### config.mk
export PLATFORM = sky130hd
export DESIGN_NAME = sstf_disk_request_scheduler_core
export DESIGN_NICKNAME = d
export VERILOG_FILES = /design/src/sv/sstf_pkg.sv /design/src/sv/sstf_cell.sv /design/src/sv/sstf_disk_request_scheduler_core.sv
export VERILOG_INCLUDE_DIRS = /design/src /design/src/sv
export SDC_FILE = /design/constraint.sdc
export NUM_CORES = 1
export LEC_CHECK = 0
export BUFFER_PORTS_ARGS = -buffer_cell sky130_fd_sc_hd__buf_4
export CAP_MARGIN = 10
export CORE_MARGIN = 2
export CORE_UTILIZATION = 45
export DETAILED_ROUTE_END_ITERATION = 16
export HOLD_SLACK_MARGIN = 0.12
export PLACE_DENSITY = 0.6
export SLEW_MARGIN = 20
export SYNTH_ARGS = -nofsm -noshare
export SYNTH_HDL_FRONTEND = slang
export SYNTH_HIERARCHICAL = 1
export SYNTH_SLANG_ARGS = --single-unit
### constraint.sdc
create_clock -name clk -period 5.85 [get_ports clk]
set_input_delay 0.8775 -clock clk [delete_from_list [all_inputs] [get_ports clk]]
set_output_delay 0.8775 -clock clk [all_outputs]
set_load 0.005 [all_outputs]
### src/sv/sstf_disk_request_scheduler_core_defines.svh
// Assertion macros used by the SSTF scheduler top level.
`ifndef SSTF_DISK_REQUEST_SCHEDULER_CORE_DEFINES_SVH
`define SSTF_DISK_REQUEST_SCHEDULER_CORE_DEFINES_SVH

// Same-cycle implication, clocked on clk, off during reset.
`define SSTF_ASSERT_NOW(lbl, ante, cons, msg) \
    lbl: assert property (@(posedge clk) disable iff (!rst_n) (ante) |-> (cons)) \
        else $error(msg);

// Next-cycle implication, clocked on clk, off during reset.
`define SSTF_ASSERT_NEXT(lbl, ante, cons, msg) \
    lbl: assert property (@(posedge clk) disable iff (!rst_n) (ante) |=> (cons)) \
        else $error(msg);

`endif

### src/sv/sstf_pkg.sv
// Types, codes and helpers shared by the SSTF scheduler modules.
`default_nettype none

package sstf_pkg;

    localparam int QUEUE_DEPTH_DEF = 8;
    localparam int TRACKS          = 1024;
    localparam int REQ_W           = 4;
    localparam int TRK_W           = 10;

    typedef enum logic
    {
        CMD_SUBMIT = 1'b0,
        CMD_RETIRE = 1'b1
    } cmd_t;

    typedef enum logic [1:0]
    {
        ST_OK             = 2'd0,
        ST_FULL           = 2'd1,
        ST_DUP            = 2'd2,
        ST_RETIRE_REFUSED = 2'd3
    } status_t;

    typedef enum logic
    {
        REG_QUEUE_LIMIT     = 1'b0,
        REG_REQUESTER_COUNT = 1'b1
    } cfg_reg_t;

    typedef struct packed
    {
        logic [REQ_W-1:0] req;
        logic [TRK_W-1:0] trk;
    } entry_t;

    // running result of the scan as it walks down the cell row
    typedef struct packed
    {
        logic             hit;   // some valid entry belongs to the requester
        logic [TRK_W-1:0] seek;  // best seek distance so far
        entry_t           ent;   // entry holding that distance
    } acc_t;

    // broadcast from the controller to every cell
    typedef struct packed
    {
        logic             upd;
        logic             shift;
        logic             ins;
        logic [REQ_W-1:0] who;
        logic [TRK_W-1:0] head;
        entry_t           new_ent;
    } cell_ctrl_t;

    function automatic logic [TRK_W-1:0] abs_diff(input logic [TRK_W-1:0] a,
                                                  input logic [TRK_W-1:0] b);
        abs_diff = (a >= b) ? (a - b) : (b - a);
    endfunction

endpackage

`default_nettype wire

### src/sv/sstf_cell.sv
// One queue slot: holds an entry, folds it into the scan, shifts on removal.
`default_nettype none

module sstf_cell
    import sstf_pkg::*;
#(
    parameter int DEPTH = QUEUE_DEPTH_DEF,
    parameter int POS   = 0
)
(
    input  logic                       clk,
    input  cell_ctrl_t                 ctrl,
    input  logic [$clog2(DEPTH+1)-1:0] cnt,
    input  logic [$clog2(DEPTH+1)-1:0] wr_pos,
    input  logic [$clog2(DEPTH)-1:0]   best_idx,
    input  entry_t                     nbr_ent,
    output entry_t                     ent,
    input  acc_t                       acc_in,
    input  logic [$clog2(DEPTH)-1:0]   idx_in,
    output acc_t                       acc_out,
    output logic [$clog2(DEPTH)-1:0]   idx_out
);

    localparam int IW = $clog2(DEPTH);
    localparam int CW = $clog2(DEPTH+1);
    localparam logic [CW-1:0] MY_POS   = CW'(POS);
    localparam logic [CW-1:0] NEXT_POS = CW'(POS + 1);
    localparam logic [IW-1:0] MY_IDX   = IW'(POS);

    entry_t           ent_reg;
    acc_t             acc_reg;
    acc_t             acc_next;
    logic [IW-1:0]    idx_reg;
    logic [IW-1:0]    idx_next;
    logic             valid;
    logic             take;
    logic [TRK_W-1:0] my_seek;

    assign valid   = (MY_POS < cnt);
    assign my_seek = abs_diff(ent_reg.trk, ctrl.head);
    // first valid slot always seeds; later ones win only on a strictly shorter seek
    assign take    = valid && ((POS == 0) || (my_seek < acc_in.seek));

    always_comb
    begin
        acc_next     = acc_in;
        idx_next     = idx_in;
        acc_next.hit = acc_in.hit | (valid && (ent_reg.req == ctrl.who));
        if (take)
        begin
            acc_next.seek = my_seek;
            acc_next.ent  = ent_reg;
            idx_next      = MY_IDX;
        end
    end

    always_ff @(posedge clk)
    begin
        acc_reg <= acc_next;
        idx_reg <= idx_next;
        if (ctrl.upd)
        begin
            if (ctrl.shift && (MY_IDX >= best_idx) && (NEXT_POS < cnt))
            begin
                ent_reg <= nbr_ent;
            end
            if (ctrl.ins && (MY_POS == wr_pos))
            begin
                ent_reg <= ctrl.new_ent;
            end
        end
    end

    assign ent     = ent_reg;
    assign acc_out = acc_reg;
    assign idx_out = idx_reg;

endmodule

`default_nettype wire

### src/sv/sstf_disk_request_scheduler_core.sv
// SSTF disk request scheduler top level: controller, cell row and stream ports.
// An accepted beat starts a scan (S_SCAN); the decision (S_DECIDE) is registered as the result beat.
// A new beat is taken only back in S_IDLE, and S_DECIDE waits while an earlier result beat is not taken.
//   The scan accumulator ripples one cell per cycle down the row of slots.
// Reset: queue empty, head at track 0, queue limit 3, active requesters 5;
//   slot contents are not cleared, only slots below the count are ever read.
`default_nettype none

`include "sstf_disk_request_scheduler_core_defines.svh"

module sstf_disk_request_scheduler_core
    import sstf_pkg::*;
#(
    parameter int QUEUE_DEPTH = QUEUE_DEPTH_DEF
)
(
    input  logic        clk,
    input  logic        rst_n,
    // input beats
    input  logic        s_tvalid,
    output logic        s_tready,
    input  logic [15:0] s_tdata,   // [3:0] requester_id, [13:4] track, [15:14] zero
    input  logic [0:0]  s_tuser,   // [0] command
    // result beats
    output logic        m_tvalid,
    input  logic        m_tready,
    output logic [15:0] m_tdata,   // [3:0] served_requester, [13:4] served_track, rest zero
    output logic [2:0]  m_tuser,   // [1:0] status, [2] served
    // register writes
    input  logic        cfg_valid,
    output logic        cfg_ready,
    input  logic        cfg_index,
    input  logic [4:0]  cfg_data
);

    localparam int IW = $clog2(QUEUE_DEPTH);
    localparam int CW = $clog2(QUEUE_DEPTH+1);
    localparam logic [IW-1:0] LAST_SCAN = IW'(QUEUE_DEPTH - 1);

    typedef enum logic [2:0]
    {
        S_IDLE   = 3'b001,
        S_SCAN   = 3'b010,
        S_DECIDE = 3'b100
    } state_t;

    // control and architectural state
    state_t           state_reg, state_next;
    logic [IW-1:0]    scan_cnt_reg;
    logic [CW-1:0]    count_reg;
    logic [TRK_W-1:0] head_reg;
    logic [4:0]       active_reg;
    logic [3:0]       qlim_reg;
    logic             m_tvalid_reg;

    // latched item
    cmd_t             cmd_reg;
    logic [REQ_W-1:0] who_reg;
    logic [TRK_W-1:0] trk_reg;
    logic [TRK_W-1:0] trk_in;

    // result payload
    status_t          status_reg;
    logic             served_reg;
    entry_t           served_ent_reg;

    // cell row wiring
    entry_t           ent_w [QUEUE_DEPTH];
    acc_t             acc_w [QUEUE_DEPTH+1];
    logic [IW-1:0]    idx_w [QUEUE_DEPTH+1];
    cell_ctrl_t       ctrl;
    logic [CW-1:0]    wr_pos;

    // decision
    logic             decide_fire;
    logic [CW-1:0]    lim;
    status_t          status_next;
    logic             ins;
    logic [4:0]       active_next;
    logic [CW-1:0]    cnt1;
    logic             serve;
    logic             pick_new;
    logic [TRK_W-1:0] new_dist;
    entry_t           srv_ent;
    logic [CW-1:0]    count_next;

    assign s_tready  = (state_reg == S_IDLE);
    // register writes only between items, never against a decision
    assign cfg_ready = (state_reg == S_IDLE);

    // tracks past the end of the disk land on the last track
    assign trk_in = (32'(s_tdata[13:4]) > (TRACKS - 1)) ? TRK_W'(TRACKS - 1) : s_tdata[13:4];

    assign acc_w[0] = '0;
    assign idx_w[0] = '0;

    genvar gi;
    generate
        for (gi = 0; gi < QUEUE_DEPTH; gi++)
        begin : g_cell
            entry_t nbr;
            if (gi == QUEUE_DEPTH - 1)
            begin : g_tail
                assign nbr = ctrl.new_ent;  // never shifted in: no slot above the last
            end
            else
            begin : g_body
                assign nbr = ent_w[gi+1];
            end
            sstf_cell #(
                .DEPTH (QUEUE_DEPTH),
                .POS   (gi)
            ) u_cell (
                .clk      (clk),
                .ctrl     (ctrl),
                .cnt      (count_reg),
                .wr_pos   (wr_pos),
                .best_idx (idx_w[QUEUE_DEPTH]),
                .nbr_ent  (nbr),
                .ent      (ent_w[gi]),
                .acc_in   (acc_w[gi]),
                .idx_in   (idx_w[gi]),
                .acc_out  (acc_w[gi+1]),
                .idx_out  (idx_w[gi+1])
            );
        end
    endgenerate

    // Decision once the scan result has reached the end of the row.
    // The new entry is last in queue order, so it wins only on a strictly
    // shorter seek than the best of the existing queue.
    always_comb
    begin
        decide_fire = (state_reg == S_DECIDE) && (!m_tvalid_reg || m_tready);

        if (qlim_reg == 4'd0)
        begin
            lim = CW'(1);
        end
        else if (32'(qlim_reg) > QUEUE_DEPTH)
        begin
            lim = CW'(QUEUE_DEPTH);
        end
        else
        begin
            lim = CW'(qlim_reg);
        end

        status_next = ST_OK;
        ins         = 1'b0;
        active_next = active_reg;
        if (cmd_reg == CMD_SUBMIT)
        begin
            if (count_reg >= lim)
            begin
                status_next = ST_FULL;
            end
            else if (acc_w[QUEUE_DEPTH].hit)
            begin
                status_next = ST_DUP;
            end
            else
            begin
                ins = 1'b1;
            end
        end
        else
        begin
            if (acc_w[QUEUE_DEPTH].hit)
            begin
                status_next = ST_RETIRE_REFUSED;
            end
            else if (active_reg != 5'd0)
            begin
                active_next = active_reg - 5'd1;
            end
        end

        cnt1  = count_reg + {{(CW-1){1'b0}}, ins};
        serve = (status_next == ST_OK) && (cnt1 != '0) &&
                ((cnt1 >= lim) || (32'(cnt1) >= 32'(active_next)));

        new_dist = abs_diff(trk_reg, head_reg);
        pick_new = ins && ((count_reg == '0) || (new_dist < acc_w[QUEUE_DEPTH].seek));
        srv_ent  = pick_new ? entry_t'{req: who_reg, trk: trk_reg} : acc_w[QUEUE_DEPTH].ent;

        count_next = cnt1 - {{(CW-1){1'b0}}, serve};

        ctrl.upd     = decide_fire;
        ctrl.shift   = serve && !pick_new;
        ctrl.ins     = ins;
        ctrl.who     = who_reg;
        ctrl.head    = head_reg;
        ctrl.new_ent = entry_t'{req: who_reg, trk: trk_reg};
        // after removing an old entry the new one lands one slot lower
        wr_pos       = ctrl.shift ? (count_reg - CW'(1)) : count_reg;

        state_next = state_reg;
        unique case (state_reg)
            S_IDLE:
            begin
                if (s_tvalid)
                begin
                    state_next = S_SCAN;
                end
            end
            S_SCAN:
            begin
                if (scan_cnt_reg == LAST_SCAN)
                begin
                    state_next = S_DECIDE;
                end
            end
            S_DECIDE:
            begin
                if (decide_fire)
                begin
                    state_next = S_IDLE;
                end
            end
            default:
            begin
                state_next = S_IDLE;
            end
        endcase
    end

    always_ff @(posedge clk or negedge rst_n)
    begin
        if (!rst_n)
        begin
            state_reg    <= S_IDLE;
            scan_cnt_reg <= '0;
            count_reg    <= '0;
            head_reg     <= '0;
            active_reg   <= 5'd5;
            qlim_reg     <= 4'd3;
            m_tvalid_reg <= 1'b0;
        end
        else
        begin
            state_reg <= state_next;

            if (state_reg == S_SCAN)
            begin
                scan_cnt_reg <= scan_cnt_reg + IW'(1);
            end
            else
            begin
                scan_cnt_reg <= '0;
            end

            if (decide_fire)
            begin
                m_tvalid_reg <= 1'b1;
                if (status_next == ST_OK)
                begin
                    count_reg  <= count_next;
                    active_reg <= active_next;
                    if (serve)
                    begin
                        head_reg <= srv_ent.trk;
                    end
                end
            end
            else if (m_tready)
            begin
                m_tvalid_reg <= 1'b0;
            end

            // register writes arrive only while idle
            if (cfg_valid && cfg_ready)
            begin
                unique case (cfg_index)
                    REG_QUEUE_LIMIT:     qlim_reg   <= cfg_data[3:0];
                    REG_REQUESTER_COUNT: active_reg <= cfg_data;
                    default:             qlim_reg   <= qlim_reg;
                endcase
            end
        end
    end

    // payload registers
    always_ff @(posedge clk)
    begin
        if (s_tvalid && s_tready)
        begin
            cmd_reg <= cmd_t'(s_tuser[0]);
            who_reg <= s_tdata[3:0];
            trk_reg <= trk_in;
        end
        if (decide_fire)
        begin
            status_reg     <= status_next;
            served_reg     <= serve;
            served_ent_reg <= serve ? srv_ent : '0;
        end
    end

    assign m_tvalid = m_tvalid_reg;
    assign m_tdata  = {2'b00, served_ent_reg.trk, served_ent_reg.req};
    assign m_tuser  = {served_reg, status_reg};

    // checks
    `SSTF_ASSERT_NOW(a_count_bound, 1'b1, 32'(count_reg) <= QUEUE_DEPTH, "queue count over depth")
    `SSTF_ASSERT_NOW(a_served_ok, m_tvalid_reg && served_reg, status_reg == ST_OK, "served on refused item")
    `SSTF_ASSERT_NEXT(a_accept_scan, s_tvalid && s_tready, state_reg == S_SCAN, "accepted item did not start scan")
    `SSTF_ASSERT_NEXT(a_refuse_hold, decide_fire && (status_next != ST_OK), count_reg == $past(count_reg), "refused item changed queue")

endmodule

`default_nettype wire
==> run_results.csv <==
group,metric,value,unit
synth,synth.area.top_cells,"dfxtp_1, edfxtp_1, ha_1",
synth,synthArstFlopShare,7.54,%
min_path,hold_path_class,"input pin to asynchronous set/reset pin",
synth,netlist_area,26000,um^2
placement,gp_congestion,0.925,
routing,ant_nets,0,
clock_tree,clk_pin_slew,0.06,ns
floorplan,start_util,45.3,%
floorplan,core_area,57400,um^2
finish,final_common_cell,"inv_1",
timing,skew,0.0287,ns
synth,ys_types,104,
critical_path,critPathMaxFanout,14,
timing,hold_viol_final,0,
power_and_ir_drop,switching_share,28.3,%
grt,grt_first_pass_wirelength,110000,um
floorplan,std_cell_rows,88,
power_and_ir_drop,total_power,7430,uW
synth,synthCells,2559,
finish,layout-drive-gt1-share,18.7,%
clock_tree,cts_tree,"built",
timing,fin_crit,5.36,ns
floorplan,dieArea,59600,um^2
timing,slew_headroom,27.6,%
synth,synth_top_area_share,17.3,%
power_and_ir_drop,seq_power_share,44.5,%
critical_path,worstPathRequired,6.07,ns
timing,fmax,187,MHz
finish,final_cell_area,28800,um^2
grt,overflow,0,
clock_tree,clkSinkCount,398,
critical_path,startpoint,"trk_reg[0]",
critical_path,setup.worst_path.start_class,"flop",
clock_tree,htree_levels,2,
finish,largest_reg_flops,200,
timing,grt_setup_unrepaired,"false",
finish,mostFrequentLayoutCells,"inv_1, ha_1, mux2_2",
placement,dp.cells,3360,
power_and_ir_drop,p_comb_share,17.5,%
timing,worst_pin_slew,1.08,ns
floorplan,die_h,244,um
routing,remaining_drc_errors,0,
routing,wl_per_cell,20.8,um
synth,synth_ff_type,"dfxtp_1",
finish,area.growth.synth_to_final,10.8,%
grt,grt_pass1_vias,18648,
clock_tree,clk_latency,0.60,ns
routing,vias,18971,
routing,viasPerCell,5.51,
clock_tree,cts-root-buf,"clkbuf_16",
critical_path,path_class,"flop to flop",
synth,ys_seq_elements,398,
routing,wirelength,71700,um
clock_tree,cts_hold_buf,0,
power_and_ir_drop,ir_drop,0.232,mV
synth,synth.yosys.seq_area_share,36.8,%
power_and_ir_drop,p_clk_share,38.1,%
power_and_ir_drop,intPower,5320,uW
grt,antenna_found_initial,0,
grt,grt_max_degree,40,
critical_path,crit_path_end_kind,"flop",
run_status,status,"finished clean",
finish,antenna_cells,0,
timing,finalCritPeriodShare,91.5,%
synth,synth_edf_count,144,
placement,post_dp_cell_area,27300,um^2
floorplan,io_pins,50,
flow_run,cap_viol_max_count,0,
timing,whs,0.233,ns
grt,grt_util_all_layers,23.8,%
timing,fin_setup_tns,0,ns
routing,firstDrtPassIters,5,
finish,fin_nets,2952,
critical_path,r2r_start,"trk_reg[0]",
clock_tree,numCtsBuffers,45,
clock_tree,clk_path_buf_depth,3,
placement,dp_hpwl,54200,um
timing,finalSetupViolCount,0,
power_and_ir_drop,total_leakage_power,0.0134,uW
power_and_ir_drop,switching_power,2100,uW
synth,syn_area_per_cell,10.1,um^2
critical_path,cp.arrival,5.58,ns
routing,dr.first_iter.drc_count,1239,
synth,ys_warn_count,6,
timing,slew_viol_final,0,
placement,io_buffers,45,
floorplan,die_x,244,um
finish,layoutNonFillerInstCount,3444,
synth,yosysTopAreaCell,"dfxtp_1",
power_and_ir_drop,powerDensity,258,nW/um^2
[power groups by stage]
| stage | clock (uW) | sequential, uW | combinational [uW] |
|---|---|---|---|
| finish | 2830 | 3300 | 1300 |
| global route | 2990 | 3330 | 1430 |
| CTS | 2890 | 3310 | 1290 |
| detailed placement | 0 | 3360 | 1280 |
| global placement | 0 | 3360 | 1260 |
| floorplan | 0 | 3300 | 902 |
[worst max-delay path, stage by stage (launching register included)]
cell and delay, ns:
edfxtp_1 0.48, inv_1 0.10, ha_1 0.16, inv_1 0.05, fa_1 0.37, nand3_1 0.10
and2_1 0.19, a21o_1 0.14, a311o_1 0.16, buf_4 0.20, mux2_1 0.36, ha_1 0.27
a21bo_2 0.18, a21oi_1 0.05, o41ai_1 0.26, and3_1 0.40, nor2_4 0.12, xnor2_1 0.50
and4b_1 0.32, o21a_1 0.55
[final cells by class]
class | instances | area (um^2)
clock inverters | 26 | 265
clock buffers | 58 | 1220
repair buffers | 109 | 818
well taps | 765 | 957
inverters | 312 | 1170
fillers | 5254 | 28600
flip-flops and latches | 398 | 9570
multi-input cells | 1776 | 14800
[per-stage QoR]
step	setup WS, ns	util [%]
6_report	0.494	50.1
5_1_grt	0.0594	50.1
4_1_cts	0.396	50.1
3_5_place_dp	0.460	47.5
3_3_place_gp	0.463	47.5
2_1_floorplan	0.211	-
[synthesized netlist by cell type (all sizes together) (8+ instances only)]
cell,instances
a31o,12
a211o,14
o21bai,10
and2,27
nand2,143
o211ai,14
mux2i,85
a211oi,38
or2,8
nand2b,32
edfxtp,144
a21boi,12
xor2,52
a31oi,15
nor2b,24
clkbuf,26
nand3b,15
a21oi,151
dfrtp,25
inv,311
nor3,26
nand3,37
nor2,101
o21ai,107
and3,11
ha,264
o31ai,8
a221oi,8
dfxtp,224
nand4,28
a2111oi,10
a21o,69
fa,18
buf,78
xnor2,53
o21a,26
mux2,251
[timing repair]
action / CTS / global route
endpoints found under the hold margin: 0 / 0
endpoints found under the setup margin: 0 / 84
gates resized for setup: 0 / 3
setup buffers: 0 / 0
[layer usage]
metal  vias up  share of wire [%]  global-route usage, %
li1       9144                  -                      -
met1      9281                 47                   33.3
met2       438                 45                   37.3
met3       108                5.5                   4.03
met4         0                3.3                   7.73
met5         -                  0                      0
[kinds of logic (layout without fill, tap and decap cells)]
group	count (synthesis)	count (layout)	share of synthesized area (%)
adders and majority gates	282	282	14.1
AOI/OAI and AO/OA	541	541	14.7
DFF	398	398	36.8
muxes	336	336	14.4
buffers and inverters	416	505	6.89
and+or+nand+nor	480	480	9.42
xor gates and xnor gates	105	105	3.57
other	1	32	0.0144
[final timing paths]
path                                          endpoint  slack (ns)  cells past startpoint
max                            g_cell[1].u_cell/ent[1]        0.49                     19
min                                        head_reg[3]        0.23                      1
max reg2reg                    g_cell[1].u_cell/ent[1]        0.49                     19
min reg2reg                g_cell[7].u_cell/idx_out[2]        0.40                      1
max in group asynchronous                active_reg[2]        5.24                      1
min in group clk           g_cell[7].u_cell/idx_out[2]        0.40                      1
Note: power is estimated with default switching activity, not from simulation.
